[src/rtl/lz4_block_decompressor_core_defines.svh]
// Assertion macros used by the LZ4 decompressor top level.
`ifndef LZ4_BLOCK_DECOMPRESSOR_CORE_DEFINES_SVH
`define LZ4_BLOCK_DECOMPRESSOR_CORE_DEFINES_SVH

// Same-cycle implication, sampled on clk, off while rst is high.
`define LZ4D_ASSERT_IMP(label, ante, cons, msg) \
  label: assert property (@(posedge clk) disable iff (rst) (ante) |-> (cons)) \
    else $error(msg);

// Next-cycle implication, sampled on clk, off while rst is high.
`define LZ4D_ASSERT_NEXT(label, ante, cons, msg) \
  label: assert property (@(posedge clk) disable iff (rst) (ante) |=> (cons)) \
    else $error(msg);

`endif

[src/rtl/lz4d_pkg.sv]
// Shared types and constants of the LZ4 block decompressor.
package lz4d_pkg;

  localparam logic       REQ_BYTE  = 1'b0;
  localparam logic       REQ_PULL  = 1'b1;

  localparam logic [3:0] NIB_MAX   = 4'd15;
  localparam logic [7:0] EXT_RUN   = 8'd255;
  localparam logic [7:0] MIN_MATCH = 8'd4;

  localparam logic [2:0] ERR_NONE  = 3'd0;
  localparam logic [2:0] ERR_TRUNC = 3'd1;
  localparam logic [2:0] ERR_ZERO  = 3'd2;
  localparam logic [2:0] ERR_FAR   = 3'd3;
  localparam logic [2:0] ERR_CAP   = 3'd4;

  localparam logic [23:0] CAP_RESET = 24'hFFFFFF;

  typedef struct packed {
    logic       req_type;
    logic [7:0] in_byte;
    logic       in_last;
  } in_item_t;

  typedef struct packed {
    logic        accepted;
    logic        out_valid;
    logic [7:0]  out_byte;
    logic        copy_pending;
    logic        done_res;
    logic [2:0]  error_code;
    logic [23:0] out_total;
  } out_item_t;

  // Per-item result of the parser, before the history byte is known.
  typedef struct packed {
    logic        accepted;
    logic        emit;
    logic        from_hist;
    logic        use_fwd;
    logic [7:0]  lit_byte;
    logic        copy_pending;
    logic        done_res;
    logic [2:0]  error_code;
    logic [23:0] out_total;
  } step_t;

endpackage

[src/rtl/lz4d_parser.sv]
// LZ4 block grammar state, counters, error checks and history pointers.
module lz4d_parser #(
  parameter int HISTORY_DEPTH = 65536,
  parameter int COUNT_WIDTH   = 24
) (
  input  logic                             clk,
  input  logic                             rst,
  input  logic                             cfg_we,
  input  logic [23:0]                      cfg_data,
  input  logic                             step_en,
  input  lz4d_pkg::in_item_t               item,
  output lz4d_pkg::step_t                  step,
  output logic [$clog2(HISTORY_DEPTH)-1:0] raddr,
  output logic [$clog2(HISTORY_DEPTH)-1:0] waddr
);

  localparam int AW   = $clog2(HISTORY_DEPTH);
  localparam int CW   = COUNT_WIDTH;
  localparam int OW   = ((AW > 16) ? AW : 16) + 1;
  localparam int CMPW = ((CW > 24) ? CW : 24) + 1;
  localparam logic [CW-1:0] CNT_MAX = {CW{1'b1}};
  localparam logic [AW-1:0] PTR_LAST = AW'(HISTORY_DEPTH - 1);

  typedef enum logic [2:0] {
    PH_TOKEN,
    PH_LIT_EXT,
    PH_LIT,
    PH_OFF_LO,
    PH_OFF_HI,
    PH_MATCH_EXT,
    PH_COPY
  } phase_t;

  function automatic logic [CW-1:0] cap_clip(input logic [23:0] v);
    if (CMPW'(v) > CMPW'(CNT_MAX)) begin
      return CNT_MAX;
    end
    return CW'(v);
  endfunction

  function automatic logic [CW-1:0] sat_add(input logic [CW-1:0] a, input logic [8:0] b);
    logic [CW:0] sum;
    sum = (CW+1)'(a) + (CW+1)'(b);
    return sum[CW] ? CNT_MAX : sum[CW-1:0];
  endfunction

  phase_t        phase, phase_next;
  logic [3:0]    nibble, nibble_next;
  logic [CW-1:0] lit_rem, lit_rem_next;
  logic [CW-1:0] m_rem, m_rem_next;
  logic [15:0]   off, off_next;
  logic [CW-1:0] produced, produced_next;
  logic [AW-1:0] wr_ptr, wr_ptr_next;
  logic [AW-1:0] rd_ptr, rd_ptr_next;
  logic [2:0]    err, err_next;
  logic          fin, fin_next;
  logic [CW-1:0] cap_lim;

  logic [7:0]    b;
  logic [3:0]    hi;
  logic [CW-1:0] lit_ext, m_ext, m_fin, m_short, chk_len;
  logic [15:0]   off_new, off_chk;
  logic          cap_bad, far_bad;
  logic [OW-1:0] diff;
  logic [AW-1:0] rd_start, wr_inc, rd_inc;

  assign b       = item.in_byte;
  assign hi      = b[7:4];
  assign lit_ext = sat_add(lit_rem, {1'b0, b});
  assign m_ext   = sat_add(m_rem, {1'b0, b});
  assign m_fin   = sat_add(m_rem, 9'(b) + 9'(lz4d_pkg::MIN_MATCH));
  assign m_short = CW'(nibble) + CW'(lz4d_pkg::MIN_MATCH);
  assign off_new = {b, off[7:0]};
  assign off_chk = (phase == PH_OFF_HI) ? off_new : off;

  // One length check serves both literal and match runs.
  always_comb begin
    if (phase == PH_TOKEN) begin
      chk_len = CW'(hi);
    end else if (phase == PH_LIT_EXT) begin
      chk_len = lit_ext;
    end else if (phase == PH_OFF_HI) begin
      chk_len = m_short;
    end else begin
      chk_len = m_fin;
    end
  end

  assign cap_bad = (chk_len == CNT_MAX) ||
                   ((CW+1)'(produced) + (CW+1)'(chk_len) > (CW+1)'(cap_lim));
  assign far_bad = (CW'(off_chk) > produced) ||
                   (17'(off_chk) > 17'(HISTORY_DEPTH));

  // Copy source: write pointer minus offset, wrapped into the history.
  assign diff     = OW'(wr_ptr) - OW'(off_chk);
  assign rd_start = diff[OW-1] ? AW'(diff + OW'(HISTORY_DEPTH)) : AW'(diff);
  assign wr_inc   = (wr_ptr == PTR_LAST) ? '0 : wr_ptr + 1'b1;
  assign rd_inc   = (rd_ptr == PTR_LAST) ? '0 : rd_ptr + 1'b1;

  assign raddr = rd_ptr;
  assign waddr = wr_ptr;

  always_comb begin
    phase_next    = phase;
    nibble_next   = nibble;
    lit_rem_next  = lit_rem;
    m_rem_next    = m_rem;
    off_next      = off;
    produced_next = produced;
    wr_ptr_next   = wr_ptr;
    rd_ptr_next   = rd_ptr;
    err_next      = err;
    fin_next      = fin;
    step          = '0;

    if (item.req_type == lz4d_pkg::REQ_BYTE) begin
      if (err == lz4d_pkg::ERR_NONE && !fin && phase != PH_COPY) begin
        step.accepted = 1'b1;
        unique case (phase)
          PH_TOKEN: begin
            nibble_next  = b[3:0];
            lit_rem_next = CW'(hi);
            if (hi == lz4d_pkg::NIB_MAX) begin
              phase_next = PH_LIT_EXT;
            end else if (cap_bad) begin
              err_next = lz4d_pkg::ERR_CAP;
            end else begin
              phase_next = (hi != 4'd0) ? PH_LIT : PH_OFF_LO;
            end
          end
          PH_LIT_EXT: begin
            lit_rem_next = lit_ext;
            if (b != lz4d_pkg::EXT_RUN) begin
              if (cap_bad) begin
                err_next = lz4d_pkg::ERR_CAP;
              end else begin
                phase_next = (lit_ext != '0) ? PH_LIT : PH_OFF_LO;
              end
            end
          end
          PH_LIT: begin
            step.emit     = 1'b1;
            step.lit_byte = b;
            produced_next = produced + 1'b1;
            wr_ptr_next   = wr_inc;
            lit_rem_next  = lit_rem - 1'b1;
            if (lit_rem == CW'(1)) begin
              phase_next = PH_OFF_LO;
            end
          end
          PH_OFF_LO: begin
            off_next   = {8'h00, b};
            phase_next = PH_OFF_HI;
          end
          PH_OFF_HI: begin
            off_next = off_new;
            if (off_new == 16'd0) begin
              err_next = lz4d_pkg::ERR_ZERO;
            end else if (nibble == lz4d_pkg::NIB_MAX) begin
              m_rem_next = CW'(lz4d_pkg::NIB_MAX);
              phase_next = PH_MATCH_EXT;
            end else begin
              m_rem_next = m_short;
              if (far_bad) begin
                err_next = lz4d_pkg::ERR_FAR;
              end else if (cap_bad) begin
                err_next = lz4d_pkg::ERR_CAP;
              end else begin
                phase_next  = PH_COPY;
                rd_ptr_next = rd_start;
              end
            end
          end
          PH_MATCH_EXT: begin
            if (b != lz4d_pkg::EXT_RUN) begin
              m_rem_next = m_fin;
              if (far_bad) begin
                err_next = lz4d_pkg::ERR_FAR;
              end else if (cap_bad) begin
                err_next = lz4d_pkg::ERR_CAP;
              end else begin
                phase_next  = PH_COPY;
                rd_ptr_next = rd_start;
              end
            end else begin
              m_rem_next = m_ext;
            end
          end
          default: begin
          end
        endcase
        // A block may only end after literals or after a match header.
        if (item.in_last && err_next == lz4d_pkg::ERR_NONE) begin
          if (phase_next == PH_OFF_LO || phase_next == PH_COPY) begin
            fin_next = 1'b1;
          end else begin
            err_next = lz4d_pkg::ERR_TRUNC;
          end
        end
      end
    end else if (err == lz4d_pkg::ERR_NONE && phase == PH_COPY) begin
      step.emit      = 1'b1;
      step.from_hist = 1'b1;
      step.use_fwd   = (off == 16'd1);
      produced_next  = produced + 1'b1;
      wr_ptr_next    = wr_inc;
      rd_ptr_next    = rd_inc;
      m_rem_next     = m_rem - 1'b1;
      if (m_rem == CW'(1)) begin
        phase_next = PH_TOKEN;
      end
    end

    step.copy_pending = (err_next == lz4d_pkg::ERR_NONE) && (phase_next == PH_COPY);
    step.done_res     = (err_next == lz4d_pkg::ERR_NONE) && fin_next &&
                        (phase_next != PH_COPY);
    step.error_code   = err_next;
    step.out_total    = 24'(produced_next);
  end

  always_ff @(posedge clk) begin
    if (rst) begin
      phase    <= PH_TOKEN;
      nibble   <= '0;
      lit_rem  <= '0;
      m_rem    <= '0;
      off      <= '0;
      produced <= '0;
      wr_ptr   <= '0;
      rd_ptr   <= '0;
      err      <= lz4d_pkg::ERR_NONE;
      fin      <= 1'b0;
      cap_lim  <= cap_clip(lz4d_pkg::CAP_RESET);
    end else begin
      if (cfg_we) begin
        cap_lim <= cap_clip(cfg_data);
      end
      if (step_en) begin
        phase    <= phase_next;
        nibble   <= nibble_next;
        lit_rem  <= lit_rem_next;
        m_rem    <= m_rem_next;
        off      <= off_next;
        produced <= produced_next;
        wr_ptr   <= wr_ptr_next;
        rd_ptr   <= rd_ptr_next;
        err      <= err_next;
        fin      <= fin_next;
      end
    end
  end

endmodule

[config.mk]
export PLATFORM = sky130hd
export DESIGN_NAME = lz4d_parser
export DESIGN_NICKNAME = d
export VERILOG_FILES = /design/src/rtl/lz4_block_decompressor_core_defines.svh /design/src/rtl/lz4d_pkg.sv /design/src/rtl/lz4d_parser.sv
export SDC_FILE = /design/constraint.sdc
export NUM_CORES = 1
export LEC_CHECK = 0
export BUFFER_PORTS_ARGS = -buffer_cell sky130_fd_sc_hd__buf_4
export CELL_PAD_IN_SITES_DETAIL_PLACEMENT = 0
export CELL_PAD_IN_SITES_GLOBAL_PLACEMENT = 1
export CORE_ASPECT_RATIO = 1.25
export CORE_MARGIN = 5
export CORE_UTILIZATION = 46
export DETAILED_ROUTE_END_ITERATION = 10
export GPL_TIMING_DRIVEN = 0
export PLACE_DENSITY = 0.81
export REMOVE_ABC_BUFFERS = 1
export SYNTH_ARGS = -nofsm -noshare
export SYNTH_HDL_FRONTEND = slang
export SYNTH_SLANG_ARGS = --single-unit
[constraint.sdc]
create_clock -name clk -period 14 [get_ports clk]
set_clock_uncertainty 0.2 [all_clocks]
set_input_delay 2.1 -clock clk [delete_from_list [all_inputs] [get_ports clk]]
set_output_delay 2.1 -clock clk [all_outputs]
set_load 0.01 [all_outputs]
# After elaboration in Yosys (flattened, before gate mapping)
# Cells that the tools add are included.
[op_classes]
n_mux = 82
n_lt_le_gt_ge = 3
reduce_logical = 30
n_bitwise = 2
eq_ne = 24
add_sub_neg = 13
[op_table]
columns = ["cell", "count"]
rows = [
  ["$mux 24", 15],
  ["$mux 16", 16],
  ["$mux 3", 30],
  ["$pmux 24 s3", 1],
  ["$pmux 16 s2", 2],
  ["$add 24x8->25", 2],
  ["$add 16x1->16 const B", 3],
  ["$eq 24x1->1 const B", 2],
  ["$pmux 24 s2", 1],
  ["$sub 24x1->24 const B", 2],
  ["$eq 16x16->1 const B", 2],
  ["$add 24x24->25", 1],
  ["$add 24x9->25", 1],
  ["$gt 25x24->1", 1],
  ["$add 24x1->24 const B", 1],
  ["$eq 24x24->1 const B", 1],
  ["$gt 16x24->1", 1],
  ["$mux 8", 3],
  ["$reduce_bool 24->1", 1],
  ["$pmux 3 s6", 1],
  ["$gt 16x17->1 const B", 1],
  ["$sub 16x16->17", 1],
  ["$eq 16x1->1 const B", 1],
  ["$logic_not 16->1", 1],
  ["other kinds (24)", 63],
]
[totals]
input_bits = 38
regBits = 155
word_cells = 166

# Longest topological paths before layout
# Gate-level depths: netlist of run 1.
[logic_depth]
word_depth = 25
depth_mapped = 41

# Worst setup path after synthesis of run 1
# No wires, ideal clock.
[synth_path]
kind = "in2out"
startpoint = "input port item[6] (netlist name)"
endpoint = "output port step[27] (netlist name)"
n_path_buf = 2
stages = 39
setup_slack_ps = 1153
arrival_time_ps = 10547
required_ps = 11700
path_cell_list = "clkbuf_1 -> inv_1 -> fa_1 -> and3b_1 -> o211a_1 -> o31ai_1 -> clkbuf_1 -> a211oi_1 -> nor3_1 -> nor2_1 -> ha_1 -> fa_1 -> a21o_1 -> a21oi_1 -> nor2_1 -> o221ai_1 -> o21ai_0 -> nor3_1 -> (+3 left out) -> o21ai_0 -> o21ai_0 -> maj3_1 -> a21oi_1 -> xnor2_1 -> ha_1 -> a21o_1 -> a21o_1 -> a21oi_1 -> o211ai_1 -> nor3_1 -> a21oi_1 -> a2111oi_0 -> nand4_1 -> a221o_2 -> mux2i_1 -> a221o_1 -> nor4b_2"
[synth_lines]
columns = ["item", "line_no", "text"]
rows = [
  ["start, declared", "lz4d_parser.sv:11", "input lz4d_pkg::in_item_t item,"],
  ["end, declared", "lz4d_parser.sv:12", "output lz4d_pkg::step_t step,"],
]

==> results.toml, run 1 <==
[grt]
antenna_found_initial = 0
grt.overflow.total = 0
grt_pass1_wl_mm = 80.3
grt_pass1_vias = 14700
grt_max_degree = 118
grt_usage = 0.275

[timing]
period_share = 0.970
finalSetupViolations = 0
final.setup.tns_ps = 0
worstMarginPinSlew_ps = 1110
min_period_ps = 13580
finalHoldViolCount = 0
maxSlewHeadroom = 0.259
timing.fmax_mhz = 73.6
slew_viol_final = 0

[routing]
drt_first_pass_iters = 7
drt_wl_total_mm = 50.6
vias = 15600
drc = 0
routedWlPerCell_um = 20.1
via_per_inst = 6.19
drt_iter0_drc = 1243
ant_nets = 0

[critical_path]
required_ps = 11700
critPathKind = "input pin to output port"
crit_slowest_cell = "fa_1"
startpoint_type = "input pin"
crit_path_max_incr_delay_ps = 470
reg2reg_depth = 38
cp_max_fo = 12
reg2reg_to = "raddr[10]$_SDFFE_PP0P_"
regToRegSetupSlack_ps = 4550
arrival_ps = 11280
r2r_start = "m_rem[1]$_SDFFE_PP0P_"
crit_path_end_kind = "output port"

[hold_path]
hold_depth = 2
hold_end = "off[9]$_SDFFE_PP0P_"
hp-start = "off[9]$_SDFFE_PP0P_"
worstHoldPathType = "register to register"

[synth]
synth_compound_area_frac = 0.266
syn_avg_cell_area_um2 = 7.12
yosysWarningCount = 0
synth-seq-area-share = 0.209
synth_area_um2 = 14800
synth-main-ff-cell = "dfxtp_1"
syn_inst = 2083
synth_top_family_by_area = "simple AND/OR/NAND/NOR gates"
post_synth_and_or_nand_nor_area_fraction = 0.269
synth.distinct_cells = 97
synth-edff-count = 0
async_reset_ff_frac = 0
synth_adder_area_share = 0.106
synth_seq_cells = 155
synthMuxAreaShare = 0.0145
synth_xor_area_frac = 0.0756

[finish]
nFillCells = 3282
utilization = 0.520
final_layout_size_suffix_gt1_frac = 0.0971
fin_nets = 2252
area_delta_synth_final_pct = 11.5
diodes = 0

[power]
power.density_nw_per_um2 = 66.0
leakagePower_uw = 0.00674
ir_drop_mv = 0.0740

[clocking]
numCtsBuffers = 17
cts_tree = "yes"
insertion_delay_ps = 460
clock_sinks = 155
htreeDepth = 4
cts-root-buf = "clkbuf_16"
path_clk_slew_ps = 70
cts_buffer_depth = 2

[status]
status = "finished, final reports clean"

[run]
drv_cap = 0

[die]
num_rows = 73
num_io_pins = 111
core-area_um2 = 31800
die-width_um = 171
die-area_um2 = 36000
initial_utilization = 0.467
die_h_um = 211

[placed_design]
hpwl_mm = 38.4
io_buffer_count = 110
place_congestion = 0.942
registers in the layout (all words and copies together), names as in the netlist:
register	cells
cap_lim	24
err	3
fin	1
lit_rem	24
m_rem	24
nibble	4
off	16
phase	3
produced	24
raddr	16
waddr	16
report_power, final:
part	total [µW]	switching, µW	internal (µW)
clock network	473	224	249
registers	458	9.25	449
logic	161	105	56.3
worst max-delay path: cells and delay by family:
kind            cells  cell delay, ps
fa+ha+maj           6            2090
xor+xnor            1             160
compound gates     22            5200
mux                 1             170
buf+inv             4             590
simple gates        6             960
synthesized netlist by cell type (all sizes together) (11+ instances only):
cell type / count / area [µm²]
nand2b: 29 / 181
nor4: 30 / 194
ha: 108 / 1350
mux2i: 17 / 170
dfxtp: 155 / 3100
o22ai: 11 / 68.8
a31oi: 26 / 169
a21boi: 11 / 86.3
nor3: 48 / 240
nor2b: 16 / 100
xor2: 50 / 438
a21o: 21 / 158
o32ai: 11 / 96.3
clkbuf: 108 / 405
nand2: 230 / 863
a21oi: 165 / 830
o21a: 14 / 105
and3: 56 / 355
or3: 23 / 154
xnor2: 78 / 683
o21ai: 152 / 764
nand3: 76 / 380
nand4: 45 / 294
nor2: 199 / 747
o31ai: 11 / 106
buf: 18 / 77.6
a211oi: 23 / 173
inv: 105 / 394
a22oi: 25 / 188
o211ai: 40 / 305
and2: 22 / 138
cell families (layout without fill, tap and decap cells):
group,after synthesis,in the layout
xor+xnor,128,128
mux,21,21
flops,155,155
compound gates,607,607
buf+inv,234,262
simple gates,816,816
fa+ha+maj,122,122
worst max path at each step:
stage	startpoint	to	slack, ps	cells past startpoint
floorplan	item[2]	step[27]	920	39
global placement	item[2]	step[27]	-2280	38
detailed placement	item[2]	step[27]	-220	40
CTS	item[2]	step[27]	20	40
global route	item[7]	step[27]	-20	39
finish	item[2]	step[27]	420	40
metrics by stage:
stage | total power [µW] | instance area, µm² | setup slack [ps] | std cells | hold WS [ps]
CTS | 1100 | 16400 | 21.1 | 2521 | 264
global route | 1130 | 16500 | -21.4 | 2523 | 303
floorplan | 557 | 14300 | 919 | 1957 | 233
detailed placement | 624 | 15800 | -220 | 2489 | 255
finish | 1090 | 16500 | 422 | 2523 | 260
global placement | 619 | 15700 | -2280 | 2479 | 250
cells in the final DEF (no fill, tap or decap), drive strengths merged, types with 56 or more instances in the layout:
cell and count:
a21oi 165, and3 56, buf 122, dfxtp 155, ha 108, inv 112
nand2 230, nand3 76, nor2 199, o21ai 152, xnor2 78
what timing repair did:
item | in CTS | in global routing
pin swaps | 0 | 5
setup endpoints to repair | 2 | 3
resized for setup | 3 | 19
setup buffers | 0 | 1
hold buffers | 0 | 0
cloned | 0 | 0
layer usage:
layer  wire length (µm)  global-route usage
met5                  0                   0
met4               2050               0.115
met3               2760              0.0298
met2              23600               0.458
met1              22200               0.364
cell type report:
| cell class | instances | area [µm²] | share of cell area |
|---|---|---|---|
| inverter | 108 | 405 | 0.0245 |
| multi-input combinational | 1694 | 11000 | 0.663 |
| tap | 412 | 515 | 0.0312 |
| clock inverter | 13 | 130 | 0.00787 |
| clock buffer | 19 | 433 | 0.0262 |
| timing repair buffer | 122 | 986 | 0.0596 |
| sequential | 155 | 3100 | 0.188 |
Note: power is estimated with default switching activity, not from simulation.
==> inputs of run 2 (changes only) <==
Settings changed: ABC_AREA set to 1, CORE_UTILIZATION 46 to 44, PLACE_DENSITY 0.81 to 0.8.
==> run 2 against run 1 <==
Utilization is 2.4 points lower. Highest routed layer unchanged. Critical endpoint unchanged. Sequential share of layout area shrank 0.21 points. Via count increased by 2.5%. Wire length up 1.9%.
==> results.toml, run 2 <==
[power]
clockPowerShare = 0.351
intPower_uw = 929
pwr-share-comb = 0.315
p_total_uw = 1500
ir_drop_mv = 0.0772
leakagePower_uw = 0.00812
swShare = 0.379
seqPwrFrac = 0.334
switchingPower_uw = 567
power.density_nw_per_um2 = 89.4

[clocking]
post_cts_buffers = 0
insertion_delay_ps = 460
post_cts_resized = 0
numCtsBuffers = 17
cts_buffer_depth = 2
htreeDepth = 4
clock_sinks = 155
cts-root-buf = "clkbuf_16"
path_clk_slew_ps = 70
cts_tree = "yes"
postCtsHoldBufs = 0

[timing]
hold_ws_ps = 266
period_share = 0.842
slew_viol_final = 0
final.setup.tns_ps = 0
worstMarginPinSlew_ps = 1350
maxSlewHeadroom = 0.101
min_period_ps = 11790
finalHoldViolCount = 0
rsz0062_at_grt = "no"
finalSetupViolations = 0
timing.fmax_mhz = 84.8

[critical_path]
critical-path-top-delay-family = "simple AND/OR/NAND/NOR gates"
reg2reg_to = "raddr[12]$_SDFFE_PP0P_"
crit_path_end_kind = "output port"
crit_path_end = "step[27]"
crit_slowest_cell = "nand3_2"
critPathKind = "input pin to output port"
cp_num_buf_inv = 8
cp_max_fo = 21
reg2reg_depth = 38
crit_path_max_incr_delay_ps = 430
worst_path_most_repeated_cell = "nand2_1"
cp.depth = 54
required_ps = 11700
crit_path_start = "item[1]"
regToRegSetupSlack_ps = 5780
r2r_start = "phase[0]$_SDFFE_PP0P_"
startpoint_type = "input pin"
arrival_ps = 9490

[routing]
ant_nets = 0
wl_met2_mm = 24.3
via_per_inst = 5.57
vias = 16000
routedWlPerCell_um = 17.9
top_layer = "met4"
drc = 0
drt_wl_total_mm = 51.6
met1_length_mm = 22.2
drt_first_pass_iters = 5
wl_met3_mm = 2.79
drt_iter0_drc = 1123

[synth]
async_reset_ff_frac = 0
synth_top_cell_by_area = "dfxtp_1"
syn_avg_cell_area_um2 = 6.29
synth-main-ff-cell = "dfxtp_1"
syn_inst = 2392
synthTopCellsByArea = "dfxtp_1, nand2_1, ha_1"
yosysWarningCount = 0
yosysMostFrequentCell = "nand2_1"
synth_seq_cells = 155
synth-seq-area-share = 0.206
synth_top_area_share = 0.206
synthTopCellsByCount = "nand2_1, inv_1, nor2_1"
synth_area_um2 = 15000
synth-edff-count = 0
synth.distinct_cells = 63

[placed_design]
place_congestion = 0.922
dp_cells = 2842
hpwl_mm = 40.1
io_buffer_count = 110

[run]
drv_cap = 0

[finish]
layout.cells.non_filler = 2874
diodes = 0
final_layout_size_suffix_gt1_frac = 0.107
fin_nets = 2592
layout_common_cells = "nand2_1, inv_1, nor2_1"
mostFrequentLayoutCell = "nand2_1"
area_delta_synth_final_pct = 11.1

[hold_path]
worstHoldPathType = "register to register"

[grt]
grt_pass1_wl_mm = 81.4
grt.overflow.total = 0
grt_pass1_vias = 15300
grt_usage = 0.266
grt_max_degree = 69
antenna_found_initial = 0

[die]
die_h_um = 217
num_io_pins = 111
num_rows = 75
die-width_um = 175
initial_utilization = 0.447
die-area_um2 = 38000
core-area_um2 = 33700

[status]
status = "finished, final reports clean"
-- run 2: per-stage QoR --
stage	instance area, µm²	util	setup WS (ps)
after CTS	16700	0.497	2310
final	16700	0.497	2210
after global routing	16700	0.497	1520
after global placement	16000	0.474	1790
after detailed placement	16100	0.478	2320
after floorplan	14600	-	3860
-- run 2: worst min path at each step --
stage / start / end / slack, ps / cells after the start
global route: cap_lim[9]$_SDFFE_PP1P_ / cap_lim[9]$_SDFFE_PP1P_ / 290 / 2
finish: cap_lim[1]$_SDFFE_PP1P_ / cap_lim[1]$_SDFFE_PP1P_ / 270 / 2
global placement: cap_lim[0]$_SDFFE_PP1P_ / cap_lim[0]$_SDFFE_PP1P_ / 250 / 2
floorplan: cap_lim[0]$_SDFFE_PP1P_ / cap_lim[0]$_SDFFE_PP1P_ / 230 / 2
detailed placement: cap_lim[1]$_SDFFE_PP1P_ / cap_lim[1]$_SDFFE_PP1P_ / 260 / 2
CTS: cap_lim[20]$_SDFFE_PP1P_ / cap_lim[20]$_SDFFE_PP1P_ / 270 / 2
-- run 2: cells by family (layout without fill, tap and decap cells) --
family                   after synthesis  after routing  share of synthesized area
buffers and inverters                474            533                      0.125
multiplexers                           1              1                   0.000665
flip-flops                           155            155                      0.206
AND/OR/NAND/NOR                      994            994                      0.301
adder cells (fa/ha/maj)              116            116                      0.100
XOR/XNOR                              95             95                     0.0553
AO/OA/AOI/OAI                        557            557                      0.211
-- run 2: area by class of cell --
| type | instances | area [µm²] |
|---|---|---|
| Tap cell | 423 | 529 |
| Fill cell | 3591 | 17000 |
| Clock buffer | 19 | 443 |
| Timing Repair Buffer | 119 | 938 |
| Clock inverter | 13 | 191 |
| Inverter | 382 | 1440 |
| Sequential cell | 155 | 3100 |
| Multi-Input combinational cell | 1763 | 10100 |
-- run 2: worst min-delay path, stage by stage, from the launching register on --
cell	delay, ps
dfxtp_1	300
inv_1	60
o21ai_0	60
-- run 2: power groups by stage --
stage,Combinational [µW],Sequential [µW],Clock [µW]
final,471,500,526
after detailed placement,465,509,0
after global placement,455,508,0
after global routing,526,504,547
after floorplan,312,501,0
after CTS,468,499,531
-- run 2: metal layers --
metal | up-vias | GRT usage
met5 | - | 0
met4 | 0 | 0.119
met3 | 108 | 0.0371
met2 | 460 | 0.449
met1 | 7371 | 0.339
li1 | 8077 | -
==> inputs of run 3 (changes only) <==
Settings changed: ABC_AREA 1 to 0, CORE_UTILIZATION 44 to 41, PLACE_DENSITY 0.8 to 0.76.
Clock period 14 ns to 9.5 ns, I/O delays scaled along.
==> run 3 against run 2 <==
The flow now finishes with violations (negative setup slack). Worst hold slack better by 3.9 ps. Combinational power is 46% lower. Global-route usage is 1.2 points lower. Sequential cell count stayed put. Total power is 11% higher. Wire length is 2.1% higher. Sequential power is 35% higher. Via count is 1.2% lower. Highest routed layer unchanged. Sequential share of layout area is 0.74 points lower. Largest cell class unchanged.
==> results.toml, run 3 (synthesis gave the netlist of run 1 again) <==
[status]
status = "complete, but fails checks"
violations = "negative setup slack"

[power]
pwr-share-comb = 0.154
ir_drop_mv = 0.123
leakagePower_uw = 0.00706
power.density_nw_per_um2 = 95.0
seqPwrFrac = 0.408
switchingPower_uw = 491
clockPowerShare = 0.439
intPower_uw = 1170
swShare = 0.296

[die]
die-width_um = 180
core-area_um2 = 36000
num_rows = 78
die_h_um = 223
initial_utilization = 0.412
die-area_um2 = 40100
num_io_pins = 111

[critical_path]
regToRegSetupSlack_ps = 770
critPathKind = "input pin to output port"
reg2reg_depth = 41
crit_path_max_incr_delay_ps = 440
crit_slowest_cell = "fa_1"
startpoint_type = "input pin"
r2r_start = "m_rem[1]$_SDFFE_PP0P_"
arrival_ps = 9630
required_ps = 7880
crit_path_end_kind = "output port"
cp_max_fo = 4
reg2reg_to = "raddr[10]$_SDFFE_PP0P_"

[timing]
min_period_ps = 11250
rsz0062_at_grt = "yes"
slew_viol_final = 0
timing.fmax_mhz = 88.9
hold_ws_ps = 270
maxSlewHeadroom = 0.218
fin_ws_ps = -1750
worstMarginPinSlew_ps = 1170
finalSetupViolations = 4
final.setup.tns_ps = -6090
finalHoldViolCount = 0
period_share = 1.18

[routing]
wl_met3_mm = 2.84
vias = 15800
drc = 0
drt_first_pass_iters = 5
routedWlPerCell_um = 20.0
drt_wl_total_mm = 52.7
via_per_inst = 6.01
ant_nets = 0
met1_length_mm = 22.5
top_layer = "met4"
drt_iter0_drc = 1084
wl_met2_mm = 25.5

[finish]
final_layout_size_suffix_gt1_frac = 0.143
fin_nets = 2294
mostFrequentLayoutCell = "nand2_1"
diodes = 0
layout_common_cells = "nand2_1, nor2_1, dfxtp_1"
nFillCells = 3612
area_delta_synth_final_pct = 17.5

[hold_path]
worstHoldPathType = "register to register"
hold_end = "off[9]$_SDFFE_PP0P_"
hold_depth = 2
hp-start = "off[9]$_SDFFE_PP0P_"

[placed_design]
place_congestion = 0.914
hpwl_mm = 38.8
io_buffer_count = 110

[clocking]
htreeDepth = 4
cts_buffer_depth = 2
cts_tree = "yes"
cts-root-buf = "clkbuf_16"
clock_sinks = 155
numCtsBuffers = 17
insertion_delay_ps = 460
path_clk_slew_ps = 70

[grt]
antenna_found_initial = 0
grt_max_degree = 118
grt_usage = 0.254
grt_pass1_vias = 15000
grt.overflow.total = 0
grt_pass1_wl_mm = 83.5

[run]
drv_cap = 0
[run 3: cell count changes in the layout (fill, tap and decap cells not counted), sizes merged, moves of 32 or more]
cell and delta:
inv -272, nand2 -207, nand3 -102, xnor2 +65
and3 +55, o21ai -52, nor2 -48, buf +45
a21oi -37, xor2 -32
[run 3: timing repair]
| action | CTS | global route |
|---|---|---|
| hold buffers | 0 | 0 |
| pin swaps | 51 | 31 |
| resized for setup | 86 | 34 |
| buffers inserted | 37 | 7 |
| endpoints found under the setup margin | 25 | 23 |
[run 3: cell type report]
| cell class | instances | area (µm²) | area share |
|---|---|---|---|
| sequential | 155 | 3100 | 0.178 |
| inverter | 108 | 405 | 0.0233 |
| tap | 480 | 601 | 0.0345 |
| timing repair buffer | 164 | 1340 | 0.0768 |
| multi-input combinational | 1694 | 11400 | 0.653 |
| clock buffer | 20 | 467 | 0.0268 |
| clock inverter | 11 | 135 | 0.00775 |
[run 3: per-layer routing]
layer / GRT usage / vias up
li1: - / 7686
met1: 0.325 / 7550
met2: 0.430 / 496
met3: 0.0324 / 97
met4: 0.111 / 0
met5: 0 / -
[run 3: worst max-delay path by stage]
stage	start	end	slack (ps)	cells after the start
detailed placement	item[5]	step[27]	-3860	38
global placement	item[2]	step[27]	-5050	38
floorplan	item[2]	step[27]	-2230	39
finish	item[2]	step[27]	-1750	42
CTS	item[2]	step[27]	-1910	42
global route	item[2]	step[27]	-2030	43
[run 3: stage by stage]
| stage | area (µm²) | power, µW | setup WS (ps) | util | instances |
|---|---|---|---|---|---|
| global placement | 15800 | 914 | -5050 | 0.438 | 2547 |
| finish | 17400 | 1660 | -1750 | 0.484 | 2632 |
| detailed placement | 15900 | 920 | -3860 | 0.442 | 2556 |
| CTS | 17200 | 1660 | -1910 | 0.476 | 2624 |
| floorplan | 14300 | 821 | -2230 | - | 1957 |
| global route | 17400 | 1720 | -2030 | 0.484 | 2632 |
[run 3: power by group through the flow]
stage / Clock [µW] / Combinational, µW / Sequential (µW)
floorplan: 0 / 135 / 685
global placement: 0 / 225 / 689
detailed placement: 0 / 231 / 690
CTS: 743 / 245 / 675
global route: 767 / 278 / 677
finish: 726 / 254 / 675
[run 3: worst max-delay path, delay by kind of cell]
| kind | cells | cell delay, ps |
|---|---|---|
| xor gates and xnor gates | 1 | 140 |
| adders and majority gates | 7 | 2040 |
| buffers and inverters | 5 | 640 |
| muxes | 1 | 180 |
| and+or+nand+nor | 8 | 1390 |
| AOI/OAI and AO/OA | 20 | 3820 |
